### src/block_owner_allocator_unit_defines.svh
// assertion macros for the block owner allocator
// used by block_owner_allocator_unit; expects clk and rst in scope
`ifndef BLOCK_OWNER_ALLOCATOR_UNIT_DEFINES_SVH
`define BLOCK_OWNER_ALLOCATOR_UNIT_DEFINES_SVH

// same-cycle implication, checked outside reset
`define BOA_ASSERT_NOW(lbl, ante, cons, msg) \
  lbl: assert property (@(posedge clk) disable iff (rst) (ante) |-> (cons)) else $error(msg);

// next-cycle implication, checked outside reset
`define BOA_ASSERT_NEXT(lbl, ante, cons, msg) \
  lbl: assert property (@(posedge clk) disable iff (rst) (ante) |=> (cons)) else $error(msg);

`endif

### src/boa_pkg.sv
// shared constants and codes for the block owner allocator
// no dependencies; used by the top level and the testbench
package boa_pkg;

  // table geometry
  localparam int BLOCKS    = 64;
  localparam int MAX_FILES = 16;
  localparam int ADDR_W    = $clog2(BLOCKS);
  localparam int CNT_W     = $clog2(BLOCKS + 1);
  localparam int SLOT_W    = 4;
  localparam int OWNER_W   = 5;
  localparam int COUNT_W   = 7;
  localparam int ACTIVE_W  = 7;
  localparam int FUNC_W    = 3;
  localparam int CODE_W    = 2;
  localparam int FILES_W   = 5;

  // stream and register port widths
  localparam int S_DATA_W = 16;
  localparam int M_DATA_W = 32;
  localparam int APB_A_W  = 3;
  localparam int APB_D_W  = 32;

  // register map, selected by paddr[2]
  localparam logic REG_ACTIVE_BLOCKS = 1'b0;
  localparam logic [ACTIVE_W-1:0] ACTIVE_RESET = 7'd50;

  // operation codes
  localparam logic [FUNC_W-1:0] FN_CREATE = 3'd0;
  localparam logic [FUNC_W-1:0] FN_DELETE = 3'd1;
  localparam logic [FUNC_W-1:0] FN_READ   = 3'd2;
  localparam logic [FUNC_W-1:0] FN_DEFRAG = 3'd3;
  localparam logic [FUNC_W-1:0] FN_STATUS = 3'd4;
  localparam logic [FUNC_W-1:0] FN_MAP    = 3'd5;

  // result codes
  localparam logic [CODE_W-1:0] RC_OK      = 2'd0;
  localparam logic [CODE_W-1:0] RC_EXISTS  = 2'd1;
  localparam logic [CODE_W-1:0] RC_NOSPACE = 2'd2;
  localparam logic [CODE_W-1:0] RC_NOFILE  = 2'd3;

  typedef logic [OWNER_W-1:0] owner_t;
  typedef logic [CNT_W-1:0]   cnt_t;

endpackage

### src/boa_ram.sv
// generic single-write, single-read ram with registered read data
// depends on nothing; read data holds while re is low
module boa_ram #(
  parameter int WIDTH = 8,
  parameter int DEPTH = 64
) (
  input  logic                     clk,
  input  logic                     we,
  input  logic [$clog2(DEPTH)-1:0] waddr,
  input  logic [WIDTH-1:0]         wdata,
  input  logic                     re,
  input  logic [$clog2(DEPTH)-1:0] raddr,
  output logic [WIDTH-1:0]         rdata
);

  logic [WIDTH-1:0] mem [DEPTH];

  // write port
  always_ff @(posedge clk) begin
    if (we) begin
      mem[waddr] <= wdata;
    end
  end

  // registered read port
  always_ff @(posedge clk) begin
    if (re) begin
      rdata <= mem[raddr];
    end
  end

endmodule

### src/block_owner_allocator_unit.sv
// block owner allocator: first-fit block allocation over an owner table with compaction
// depends on boa_pkg, boa_ram and block_owner_allocator_unit_defines.svh
//
// usage
//   requests enter on the s_ channel (s_tuser = func, s_tdata = slot and count) and
//   results leave on the m_ channel, m_tlast marking the final result of a request.
//   the user must write active_blocks over the apb port only while the block is idle; the block does not enforce this.
//   one request is handled at a time; s_tready is high only when the block is idle.
//   every operation walks the owner ram one entry per cycle, but for receiver stalls
//   (one read port, registered read data); with A = min(active_blocks, 64), create
//   and read walk A entries in a counting pass, then in an action pass if there is
//   space or a block to report; delete walks all 64 entries once; status and map walk
//   A entries once (map none if A is zero); defrag counts all 64 entries, then rewrites
//   them slot by slot; exists, no file and unused func values go straight to a result.
//   read and map emit one result per cycle while m_tready stays high.
//   after reset every block reads as free at once: one valid bit per ram entry
//   masks entries never written, so there is no clearing pass.
//   when the receiver stalls, the walk halts on the current entry with the ram
//   output held, and resumes when the output register drains.
//   the output register lets a new result load in the cycle the old one is taken.
`include "block_owner_allocator_unit_defines.svh"

module block_owner_allocator_unit (
  input  logic                         clk,
  input  logic                         rst,
  // request channel
  input  logic                         s_tvalid,
  output logic                         s_tready,
  input  logic [boa_pkg::S_DATA_W-1:0] s_tdata,   // [3:0] file_slot, [10:4] block_count
  input  logic [boa_pkg::FUNC_W-1:0]   s_tuser,   // [2:0] func
  // result channel
  output logic                         m_tvalid,
  input  logic                         m_tready,
  output logic [boa_pkg::M_DATA_W-1:0] m_tdata,   // [1:0] result_code, [7:2] block_index,
                                                  // [12:8] block_owner, [19:13] free_blocks,
                                                  // [24:20] file_count
  output logic                         m_tuser,   // [0] block_valid
  output logic                         m_tlast,
  // configuration port
  input  logic                         psel,
  input  logic                         penable,
  input  logic                         pwrite,
  input  logic [boa_pkg::APB_A_W-1:0]  paddr,
  input  logic [boa_pkg::APB_D_W-1:0]  pwdata,
  output logic [boa_pkg::APB_D_W-1:0]  prdata,
  output logic                         pready
);

  localparam int AW = boa_pkg::ADDR_W;
  localparam int CW = boa_pkg::CNT_W;
  localparam int OW = boa_pkg::OWNER_W;
  localparam int SW = boa_pkg::SLOT_W;

  typedef enum logic [2:0] {
    ST_IDLE,
    ST_SCAN1,
    ST_SCAN2,
    ST_PACK,
    ST_RESP
  } state_t;

  state_t state;

  // request and walk registers
  logic [boa_pkg::FUNC_W-1:0]  op;
  logic [SW-1:0]               slot;
  logic [boa_pkg::COUNT_W-1:0] count;
  boa_pkg::cnt_t               scan_end;
  boa_pkg::cnt_t               rd_addr;
  logic                        pend;
  logic [AW-1:0]               pend_addr;
  boa_pkg::cnt_t               tally;
  boa_pkg::cnt_t               k;
  logic [SW:0]                 cur_slot;
  boa_pkg::cnt_t               cnt [boa_pkg::MAX_FILES];
  logic [boa_pkg::CODE_W-1:0]  resp_code;
  boa_pkg::cnt_t               resp_free;
  logic [boa_pkg::FILES_W-1:0] resp_files;

  // directory state
  logic [boa_pkg::MAX_FILES-1:0] slot_present;
  logic [boa_pkg::FILES_W-1:0]   files_present;
  logic [boa_pkg::BLOCKS-1:0]    entry_valid;
  logic [boa_pkg::ACTIVE_W-1:0]  active_blocks;

  // ram ports
  logic          ram_we;
  logic [AW-1:0] ram_waddr;
  boa_pkg::owner_t ram_wdata;
  logic          ram_re;
  logic [AW-1:0] ram_raddr;
  boa_pkg::owner_t ram_rdata;

  // combinational helpers
  boa_pkg::cnt_t   act;
  boa_pkg::owner_t cur_own;
  boa_pkg::owner_t slot_own;
  logic            can_emit;
  logic            in_scan;
  logic            need_emit;
  logic            stall;
  logic            scan_done;
  logic            pack_zero;
  boa_pkg::cnt_t   pack_cnt;
  logic            emit;
  logic [boa_pkg::CODE_W-1:0]  out_code;
  logic [AW-1:0]               out_index;
  boa_pkg::owner_t             out_owner;
  logic                        out_valid;
  boa_pkg::cnt_t               out_free;
  logic [boa_pkg::FILES_W-1:0] out_files;
  logic                        out_last;
  logic                        cfg_wr;

  boa_ram #(
    .WIDTH (OW),
    .DEPTH (boa_pkg::BLOCKS)
  ) u_owner_ram (
    .clk   (clk),
    .we    (ram_we),
    .waddr (ram_waddr),
    .wdata (ram_wdata),
    .re    (ram_re),
    .raddr (ram_raddr),
    .rdata (ram_rdata)
  );

  // effective active block count
  assign act = (active_blocks > boa_pkg::ACTIVE_W'(boa_pkg::BLOCKS)) ?
               CW'(boa_pkg::BLOCKS) : CW'(active_blocks);

  // entries never written read as free
  assign cur_own  = entry_valid[pend_addr] ? ram_rdata : '0;
  assign slot_own = OW'(slot) + OW'(1);
  assign can_emit = !m_tvalid || m_tready;
  assign in_scan  = (state == ST_SCAN1) || (state == ST_SCAN2);

  // action pass of read and map produces results and may stall on the output
  assign need_emit = (state == ST_SCAN2) && pend &&
                     ((op == boa_pkg::FN_MAP) ||
                      ((op == boa_pkg::FN_READ) && (cur_own == slot_own)));
  assign stall     = need_emit && !can_emit;
  assign ram_re    = in_scan && !stall && (rd_addr < scan_end);
  assign ram_raddr = rd_addr[AW-1:0];
  assign scan_done = in_scan && !pend && (rd_addr == scan_end);

  // compaction writer: slot being laid down and its remaining blocks
  assign pack_zero = (cur_slot == (SW+1)'(boa_pkg::MAX_FILES));
  assign pack_cnt  = cnt[cur_slot[SW-1:0]];

  // owner ram writes
  always_comb begin
    ram_we    = 1'b0;
    ram_waddr = pend_addr;
    ram_wdata = '0;
    case (state)
      ST_SCAN2: begin
        if (pend && (op == boa_pkg::FN_CREATE) && (cur_own == '0) &&
            (k < CW'(count))) begin
          ram_we    = 1'b1;
          ram_wdata = slot_own;
        end else if (pend && (op == boa_pkg::FN_DELETE) && (cur_own == slot_own)) begin
          ram_we    = 1'b1;
          ram_wdata = '0;
        end
      end
      ST_PACK: begin
        if ((k != CW'(boa_pkg::BLOCKS)) && (pack_zero || (pack_cnt != '0))) begin
          ram_we    = 1'b1;
          ram_waddr = k[AW-1:0];
          ram_wdata = pack_zero ? '0 : (OW'(cur_slot) + OW'(1));
        end
      end
      default: begin
        ram_we = 1'b0;
      end
    endcase
  end

  // result selection for the output register
  always_comb begin
    emit      = 1'b0;
    out_code  = boa_pkg::RC_OK;
    out_index = pend_addr;
    out_owner = '0;
    out_valid = 1'b0;
    out_free  = '0;
    out_files = '0;
    out_last  = 1'b1;
    if (need_emit && can_emit) begin
      emit      = 1'b1;
      out_valid = 1'b1;
      if (op == boa_pkg::FN_MAP) begin
        out_owner = cur_own;
        out_last  = ((CW'(pend_addr) + CW'(1)) == scan_end);
      end else begin
        out_last  = ((k + CW'(1)) == tally);
      end
    end else if ((state == ST_RESP) && can_emit) begin
      emit      = 1'b1;
      out_code  = resp_code;
      out_index = '0;
      out_free  = resp_free;
      out_files = resp_files;
    end
  end

  // output register
  always_ff @(posedge clk) begin
    if (rst) begin
      m_tvalid <= 1'b0;
    end else if (emit) begin
      m_tvalid <= 1'b1;
    end else if (m_tready) begin
      m_tvalid <= 1'b0;
    end
  end

  always_ff @(posedge clk) begin
    if (emit) begin
      m_tdata <= {(boa_pkg::M_DATA_W - 25)'(0), out_files, out_free, out_owner,
                  out_index, out_code};
      m_tuser <= out_valid;
      m_tlast <= out_last;
    end
  end

  // entry valid bits mask the ram until each entry is written
  always_ff @(posedge clk) begin
    if (rst) begin
      entry_valid <= '0;
    end else if (ram_we) begin
      entry_valid[ram_waddr] <= 1'b1;
    end
  end

  // configuration register
  assign pready = 1'b1;
  assign cfg_wr = psel && penable && pwrite && pready &&
                  (paddr[2] == boa_pkg::REG_ACTIVE_BLOCKS);
  assign prdata = (paddr[2] == boa_pkg::REG_ACTIVE_BLOCKS) ?
                  boa_pkg::APB_D_W'(active_blocks) : '0;

  always_ff @(posedge clk) begin
    if (rst) begin
      active_blocks <= boa_pkg::ACTIVE_RESET;
    end else if (cfg_wr) begin
      active_blocks <= pwdata[boa_pkg::ACTIVE_W-1:0];
    end
  end

  assign s_tready = (state == ST_IDLE);

  // per-slot block counters for compaction, one lane per slot
  always_ff @(posedge clk) begin
    for (int s = 0; s < boa_pkg::MAX_FILES; s++) begin
      if ((state == ST_IDLE) && s_tvalid) begin
        cnt[s] <= '0;
      end else if ((state == ST_SCAN1) && pend && (cur_own == OW'(s + 1))) begin
        cnt[s] <= cnt[s] + CW'(1);
      end else if ((state == ST_PACK) && ram_we && !pack_zero &&
                   (cur_slot[SW-1:0] == SW'(s))) begin
        cnt[s] <= cnt[s] - CW'(1);
      end
    end
  end

  // sequencer: walk the owner ram and step through the passes of each request
  always_ff @(posedge clk) begin
    if (rst) begin
      state         <= ST_IDLE;
      slot_present  <= '0;
      files_present <= '0;
      pend          <= 1'b0;
      rd_addr       <= '0;
      k             <= '0;
      tally         <= '0;
      cur_slot      <= '0;
    end else begin
      // read pipeline bookkeeping
      if (in_scan && !stall) begin
        pend <= ram_re;
        if (ram_re) begin
          rd_addr   <= rd_addr + CW'(1);
          pend_addr <= rd_addr[AW-1:0];
        end
      end

      case (state)
        ST_IDLE: begin
          if (s_tvalid) begin
            op         <= s_tuser;
            slot       <= s_tdata[SW-1:0];
            count      <= s_tdata[SW +: boa_pkg::COUNT_W];
            rd_addr    <= '0;
            pend       <= 1'b0;
            tally      <= '0;
            k          <= '0;
            cur_slot   <= '0;
            resp_free  <= '0;
            resp_files <= '0;
            case (s_tuser)
              boa_pkg::FN_CREATE: begin
                scan_end <= act;
                if (slot_present[s_tdata[SW-1:0]]) begin
                  resp_code <= boa_pkg::RC_EXISTS;
                  state     <= ST_RESP;
                end else begin
                  resp_code <= boa_pkg::RC_OK;
                  state     <= ST_SCAN1;
                end
              end
              boa_pkg::FN_DELETE: begin
                scan_end <= CW'(boa_pkg::BLOCKS);
                if (slot_present[s_tdata[SW-1:0]]) begin
                  resp_code <= boa_pkg::RC_OK;
                  state     <= ST_SCAN2;
                end else begin
                  resp_code <= boa_pkg::RC_NOFILE;
                  state     <= ST_RESP;
                end
              end
              boa_pkg::FN_READ: begin
                scan_end <= act;
                if (slot_present[s_tdata[SW-1:0]]) begin
                  resp_code <= boa_pkg::RC_OK;
                  state     <= ST_SCAN1;
                end else begin
                  resp_code <= boa_pkg::RC_NOFILE;
                  state     <= ST_RESP;
                end
              end
              boa_pkg::FN_DEFRAG: begin
                scan_end  <= CW'(boa_pkg::BLOCKS);
                resp_code <= boa_pkg::RC_OK;
                state     <= ST_SCAN1;
              end
              boa_pkg::FN_STATUS: begin
                scan_end  <= act;
                resp_code <= boa_pkg::RC_OK;
                state     <= ST_SCAN1;
              end
              boa_pkg::FN_MAP: begin
                scan_end  <= act;
                resp_code <= boa_pkg::RC_OK;
                state     <= (act == '0) ? ST_RESP : ST_SCAN2;
              end
              default: begin
                scan_end  <= '0;
                resp_code <= boa_pkg::RC_OK;
                state     <= ST_RESP;
              end
            endcase
          end
        end

        // counting pass: free blocks, or blocks of the slot
        ST_SCAN1: begin
          if (pend) begin
            if (((op == boa_pkg::FN_CREATE) || (op == boa_pkg::FN_STATUS)) &&
                (cur_own == '0)) begin
              tally <= tally + CW'(1);
            end else if ((op == boa_pkg::FN_READ) && (cur_own == slot_own)) begin
              tally <= tally + CW'(1);
            end
          end
          if (scan_done) begin
            rd_addr <= '0;
            k       <= '0;
            case (op)
              boa_pkg::FN_CREATE: begin
                if (tally < CW'(count)) begin
                  resp_code <= boa_pkg::RC_NOSPACE;
                  state     <= ST_RESP;
                end else begin
                  state <= ST_SCAN2;
                end
              end
              boa_pkg::FN_READ: begin
                state <= (tally == '0) ? ST_RESP : ST_SCAN2;
              end
              boa_pkg::FN_STATUS: begin
                resp_free  <= tally;
                resp_files <= files_present;
                state      <= ST_RESP;
              end
              default: begin
                cur_slot <= '0;
                state    <= ST_PACK;
              end
            endcase
          end
        end

        // action pass: claim, free or report entries
        ST_SCAN2: begin
          if (ram_we || emit) begin
            k <= k + CW'(1);
          end
          if (scan_done) begin
            case (op)
              boa_pkg::FN_CREATE: begin
                slot_present[slot] <= 1'b1;
                files_present      <= files_present + boa_pkg::FILES_W'(1);
                state              <= ST_RESP;
              end
              boa_pkg::FN_DELETE: begin
                slot_present[slot] <= 1'b0;
                files_present      <= files_present - boa_pkg::FILES_W'(1);
                state              <= ST_RESP;
              end
              default: begin
                state <= ST_IDLE;
              end
            endcase
          end
        end

        // compaction: lay slots down from block 0, then fill with free
        ST_PACK: begin
          if (k == CW'(boa_pkg::BLOCKS)) begin
            state <= ST_RESP;
          end else if (ram_we) begin
            k <= k + CW'(1);
          end else begin
            cur_slot <= cur_slot + (SW+1)'(1);
          end
        end

        ST_RESP: begin
          if (can_emit) begin
            state <= ST_IDLE;
          end
        end

        default: begin
          state <= ST_IDLE;
        end
      endcase
    end
  end

  // checks
  `BOA_ASSERT_NEXT(a_one_request_at_a_time, s_tvalid && s_tready, !s_tready,
                   "request taken while another is in progress")
  `BOA_ASSERT_NOW(a_no_same_entry_rw, ram_we && ram_re, ram_waddr != ram_raddr,
                  "owner ram read and written at the same entry")
  `BOA_ASSERT_NOW(a_file_count_matches, 1'b1,
                  $countones(slot_present) == files_present,
                  "file count differs from present slots")
  `BOA_ASSERT_NOW(a_pack_slot_range, state == ST_PACK,
                  cur_slot <= (SW+1)'(boa_pkg::MAX_FILES),
                  "compaction slot pointer out of range")

endmodule

### config.mk
export PLATFORM = sky130hd
export DESIGN_NAME = block_owner_allocator_unit
export DESIGN_NICKNAME = d
export VERILOG_FILES = /design/src/boa_pkg.sv /design/src/boa_ram.sv /design/src/block_owner_allocator_unit.sv
export VERILOG_INCLUDE_DIRS = /design/src /design/src/src
export SDC_FILE = /design/constraint.sdc
export NUM_CORES = 1
export LEC_CHECK = 0
export BUFFER_PORTS_ARGS = -buffer_cell sky130_fd_sc_hd__buf_2
export CAP_MARGIN = 10
export CORE_MARGIN = 4
export CORE_UTILIZATION = 51
export CTS_BUF_LIST = sky130_fd_sc_hd__clkbuf_2 sky130_fd_sc_hd__clkbuf_4 sky130_fd_sc_hd__clkbuf_8
export DETAILED_ROUTE_END_ITERATION = 10
export MAX_ROUTING_LAYER = met4
export PLACE_DENSITY = 0.68
export SLEW_MARGIN = 15
export SYNTH_ARGS = -nofsm -noshare
export SYNTH_HDL_FRONTEND = slang
export SYNTH_SLANG_ARGS = --single-unit
### constraint.sdc
create_clock -name clk -period 4.35 [get_ports clk]
set_clock_uncertainty 0.2 [all_clocks]
set_input_delay 0.87 -clock clk [delete_from_list [all_inputs] [get_ports clk]]
set_output_delay 0.87 -clock clk [all_outputs]
set_load 0.01 [all_outputs]
# Word level (Yosys, flattened, before mapping)
# Memory sizes are Yosys's and may differ from the RTL's. A register that Yosys moved wholly into a read port is not among the register bits.
# Index checks and enable logic that the tools add are counted.
# word_totals
reg_bits,191
mem_bits_rw,432
out_inout_bits,69
wordCells,515
mem_count,2
in_bits,61
# classes
reduce_logical,99
addsub,40
bitwise,39
eq_ne,66
mux,235
magnitude_cmp,10
# memory_table
memory,words,width,read_ports,rd_clocked_by_memory_dff,write_ports,line_no,source
u_owner_ram.mem,64,5,1,1,1,boa_ram.sv:16,logic [WIDTH-1:0] mem [DEPTH];
cnt,16,7,17,1,16,block_owner_allocator_unit.sv:75,boa_pkg::cnt_t cnt [boa_pkg::MAX_FILES];
# op_table
cell,n
$mux W7,48
$add A7 B1 Y7 const B,19
$mux W1,133
$sub A7 B1 Y7 const B,16
$or A64 B64 Y64,1
$logic_and A1 B1 Y1,58
$pmux W7 S2,4
$mux W5,11
$eq A5 B4 Y1 const B,8
$mux W3,12
$eq A4 B4 Y1 const B,8
$or A1 B1 Y1,32
$pmux W16 S2,1
$pmux W3 S5,2
$pmux W5 S2,3
$pmux W7 S4,1
$mux W6,4
$eq A7 B7 Y1,3
$lt A7 B7 Y1,3
$eq A5 B3 Y1 const B,4
$ne A2 B2 Y1 const B,10
$reduce_and A6 Y1,3
$and A16 B16 Y16,1
$eq A4 B3 Y1 const B,4
other kinds (52),100

# Longest topological paths before layout
# logic_depth
depth_word,16
depth_mapped,16
mapped_depth_nobuf,14

# Cells and area by module
# From an unflattened synthesis, not the netlist that was laid out.
# unflattened
hier_cells,2621
hier_area_um2,31231.2
# modules_own_cells
module,cells_each,area_each_um2,seq_area_each_um2,instances
block_owner_allocator_unit,1979,18295.0,7947.6,1
boa_ram,642,12936.2,9759.4,1

# Least setup slack after synthesis
# No wires, ideal clock.
# synth_path
kind,register to register
start,register k[0]
end,memory u_owner_ram.mem[0][1] (netlist bit) (data pin)
path_buffers,2
t_arrival_ns,3.948
stages_incl_launch_ff,11
slack_ns,-0.353
setup_time_ns,0.555
path_cell_list,dfxtp_1 -> inv_1 -> ha_1 -> nor4b_1 -> and3_1 -> or2_2 -> buf_2 -> a21oi_1 -> clkbuf_1 -> nand2_1 -> o22ai_1
# synth_via
elab_chain_cells,4
# synth_lines
element,line_no,source
start: declaration,block_owner_allocator_unit.sv:73,boa_pkg::cnt_t k;
start signal: assignment,block_owner_allocator_unit.sv:398,k <= k + CW'(1);
start signal: assignment,block_owner_allocator_unit.sv:424,k <= k + CW'(1);
$lt A7 B7 Y1 or $ne A7 B7 Y1 (tied branches),"block_owner_allocator_unit.sv:159, block_owner_allocator_unit.sv:168",
"$logic_and A1 B1 Y1, on equally long branches","block_owner_allocator_unit.sv:158, block_owner_allocator_unit.sv:168",
"$mux W5, on equally long branches","block_owner_allocator_unit.sv:158, block_owner_allocator_unit.sv:168",
$pmux W5 S2 (*),block_owner_allocator_unit.sv:156,case (state)
net ram_wdata[1],block_owner_allocator_unit.sv:89,boa_pkg::owner_t ram_wdata;
end: declaration,boa_ram.sv:16,
# Mark *: on every way through the listed nets, which the timed path passes. The rest lies on a longest branch.

# Worst setup path in the final report
# layout_path
start,register pend_addr[1]
end,memory u_owner_ram.mem[3][2] (netlist bit) (enable)
# layout_via
elab_chain_cells,10
# layout_lines
element,line_no,source
start: declaration,block_owner_allocator_unit.sv:71,logic [AW-1:0] pend_addr;
start signal: assignment,block_owner_allocator_unit.sv:285,pend_addr <= rd_addr[AW-1:0];
$bmux W1 S6,block_owner_allocator_unit.sv:133,assign cur_own = entry_valid[pend_addr] ? ram_rdata : '0;
$mux W1 (implied by the code),block_owner_allocator_unit.sv:133,
$mux W5,block_owner_allocator_unit.sv:133,
$eq A5 B5 Y1 or $logic_not A5 Y1 (tied branches),"block_owner_allocator_unit.sv:162, block_owner_allocator_unit.sv:158",
"$logic_and A1 B1 Y1, on equally long branches","block_owner_allocator_unit.sv:162, block_owner_allocator_unit.sv:158",
$mux W1 or $logic_and A1 B1 Y1 (tied branches),"block_owner_allocator_unit.sv:162, block_owner_allocator_unit.sv:158",
$mux W1,block_owner_allocator_unit.sv:158,if (pend && (op == boa_pkg::FN_CREATE) && (cur_own == '0) &&
$pmux W1 S2,block_owner_allocator_unit.sv:156,
$mux W1,boa_ram.sv:20,if (we) begin
$mux W1 (implied by the code),boa_ram.sv:21,mem[waddr] <= wdata;
# Several ways; a longest one is shown, not always the timed one. The select of a mux whose other input is x is not followed.

==> impl_results.md <==
- Initial antenna violation count: 1
- Count leader, synth: edfxtp_1
- Tmin final: 4.214 ns
- Fin crit share: 96.88%
- Avg Inst Size Synth: 12.44 µm²
- Hold Violations, Final: 0
- First-pass iteration count of the detailed router: 9
- RSZ-0062 raised after global routing: false
- Core Rows: 90
- Most used DFF post-synth: edfxtp_1
- Post-route ant nets: 0
- R2R Path Start: pend_addr[1]
- Die width: 254.8 µm
- Setup ws final: 0.1359 ns
- Largest area contributor in the netlist: edfxtp_1
- First-pass GRT wire length: 118,100 µm
- WL met1: 31,190 µm
- Clk buf depth: 3
- Chip height: 254.8 µm
- Final nets: 2,868
- Data arrival, critical path: 4.41 ns
- Setup TNS: 0 ns
- Ys async rst share: 0%
- Crit path buf inv count: 4
- Cells after Synth: 2,498
- Core Util, Final: 58.99%
- Power Density: 377.8 mW/mm²
- Starting DRT DRC Count: 2,195
- Synth warnings: 0
- Fin cells: 3,603
- Max Cap Viol: 0
- Min-Delay Startpoint: s_tdata[8]
- Area share of the largest cell type after synthesis: 48.80%
- Layout area overhead: 14.60%
- Post-synth EDFFs: 505
- Vias: 21,719
- Top cells by count, synth: edfxtp_1, nor2_1, a21oi_1, dfxtp_1, nand2_1
- Post-synthesis cell area: 0.03107 mm²
- IO buf count: 64
- Setup crit start: pend_addr[1]
- Largest net degree at the start of global routing: 65
- Post-DP HPWL: 50,330 µm
- Post-route cell area: 0.03561 mm²
- Core Region: 0.06036 mm²
- #FFs+latches synth: 632
- Setup violators final: 0
- Total Routing Usage GR: 23.58%
- Placed cell areas: 0.03336 mm²
- Remaining design rule violation count: 0
- Crit-path max FO: 7
- Sequential element share of the synthesized area: 56.99%
- Setup crit start kind: register
- Met3 WL: 5248 µm
- CP endpoint kind: register
- Clk_lat worst skew: 0.71 ns
- Avg WL per Cell: 20.67 µm
- Delay-heaviest family, CP: compound AO/OA/AOI/OAI gates
- CTS tree: built
- Vias in the first global route: 21,304
- Initial Utilization: 51.48%
- Achievable frequency: 237.3 MHz
- Clock-pin slew on the worst setup and hold paths: 0.07 ns
- Placed Instances: 3,414
- CTS Sinks: 632
- Cell mode on critical path: buf_4
- CP max stage delay: 0.55 ns
- Max-slew violation count: 0
- Static Leak: 12.81 nW
- Required time worst endpoint: 4.55 ns
- DR vias/cell: 6.028
- Die area: 0.06494 mm²
- Synth area leaders: edfxtp_1, mux4_2, dfxtp_1
- Clock H-tree levels: 3
- Place WS: -0.001025 ns
- Grt ovf: 0
- Hold Path Class: primary input to register
- WL final: 74,460 µm
- Slowest CP cell: mux4_1
- IR drop worst, VDD: 0.3039 mV
- Gpl congestion: 0.9148
- Tightest Pin Transition: 1.129 ns
- Slew Limit Headroom: 24.63%
- Top Layer Used: met4
- Ratio of cells with drive above 1 in the final layout: 22.80%
- Crit-path cells: buf_4 -> mux4_1 -> mux2i_1 -> a221oi_4 -> a32oi_4 -> a21oi_2 -> a311o_4 -> nand3_1 -> buf_4 -> nand2_1 -> buf_4 -> nor2_1 -> buf_4
- Met2 wire len: 35,900 µm
- Run status: finished, final reports clean
- I/O pins: 130
- Root buffer cell: clkbuf_8
- Synth unique cells: 92
- Critical path class: register to register
- CTS Buf Count: 99
==> what timing repair did <==
| action | 4_1_cts | 5_1_grt |
|---|---|---|
| endpoints found under the setup margin | 5 | 185 |
| buffers inserted | 0 | 1 |
| hold buffers | 0 | 0 |
| pin swaps | 0 | 2 |
| gates resized for setup | 0 | 23 |
==> registers in the layout, indices dropped and copies added, names as in the netlist, 25 cells and up, named ones only <==
signal and count:
u_owner_ram.mem 320, cnt 112, m_tdata 25, entry_valid 64
==> cells by family after synthesis <==
logic type,Yosys count,share of synthesized area (%)
other,2,0.02417
muxes,169,10.66
buffers and inverters,264,3.878
DFF,632,56.99
adders and majority gates,73,2.988
AOI/OAI and AO/OA,483,10.54
xor gates and xnor gates,53,1.538
and+or+nand+nor,822,13.38
==> layer usage <==
layer | track usage, % | vias up
li1 | - | 9971
met1 | 31.64 | 10715
met2 | 37.95 | 870
met3 | 3.709 | 163
met4 | 6.578 | 0
met5 | - | -
==> power by group <==
| group | total [mW] | switching [mW] | internal (mW) | leakage [nW] |
|---|---|---|---|---|
| sequential | 6.90 | 0.193 | 6.71 | 5.89 |
| clock | 5.38 | 2.38 | 3.00 | 1.15 |
| combinational | 1.17 | 0.712 | 0.455 | 5.77 |
==> area by class of cell <==
type	instances	area (µm²)
flip-flops and latches	632	17710
clock buffers	152	1823
repair buffers	263	1917
well taps	782	978.4
inverters	105	394.1
fillers	4729	24750
diodes	1	2.502
multi-input cells	1633	12450
clock inverters	35	329.1
==> through the flow <==
step | power, mW | hold slack [ns]
2_1_floorplan | 7.785 | 0.2284
3_3_place_gp | 8.122 | 0.2407
3_5_place_dp | 8.170 | 0.2531
4_1_cts | 13.54 | 0.1043
5_1_grt | 14.00 | 0.1215
6_report | 13.45 | 0.1638
==> path summary, 6_finish.rpt <==
kind | depth (start not counted) | slack (ns) | endpoint
worst max-delay path | 13 | 0.14 | u_owner_ram.mem[3][2]
worst min-delay path | 1 | 0.16 | count[4]
worst max register to register | 13 | 0.14 | u_owner_ram.mem[3][2]
worst min register to register | 2 | 0.26 | entry_valid[4]
==> cell usage in the layout (no fill, tap or decap), types with 16 or more instances in the layout <==
master and n:
inv_1 105, a21oi_1 170, clkbuf_8 109, nand2_1 124, conb_1 33, dfxtp_1 125
nand3_1 78, nor2b_1 32, and2_1 45, nand4_1 27, o21ai_0 53, buf_4 192
nand2b_1 16, a22oi_1 21, mux2i_1 36, and3_1 34, o22ai_1 30, o221ai_1 23
or3_1 23, a221oi_1 22, xor2_1 24, o22a_1 18, a21o_1 22, xnor2_1 28
nor3_1 48, mux4_2 120, clkbuf_4 43, nor2_1 287, ha_1 71, edfxtp_1 505
buf_2 63
Power figures use the tool's default switching activity.
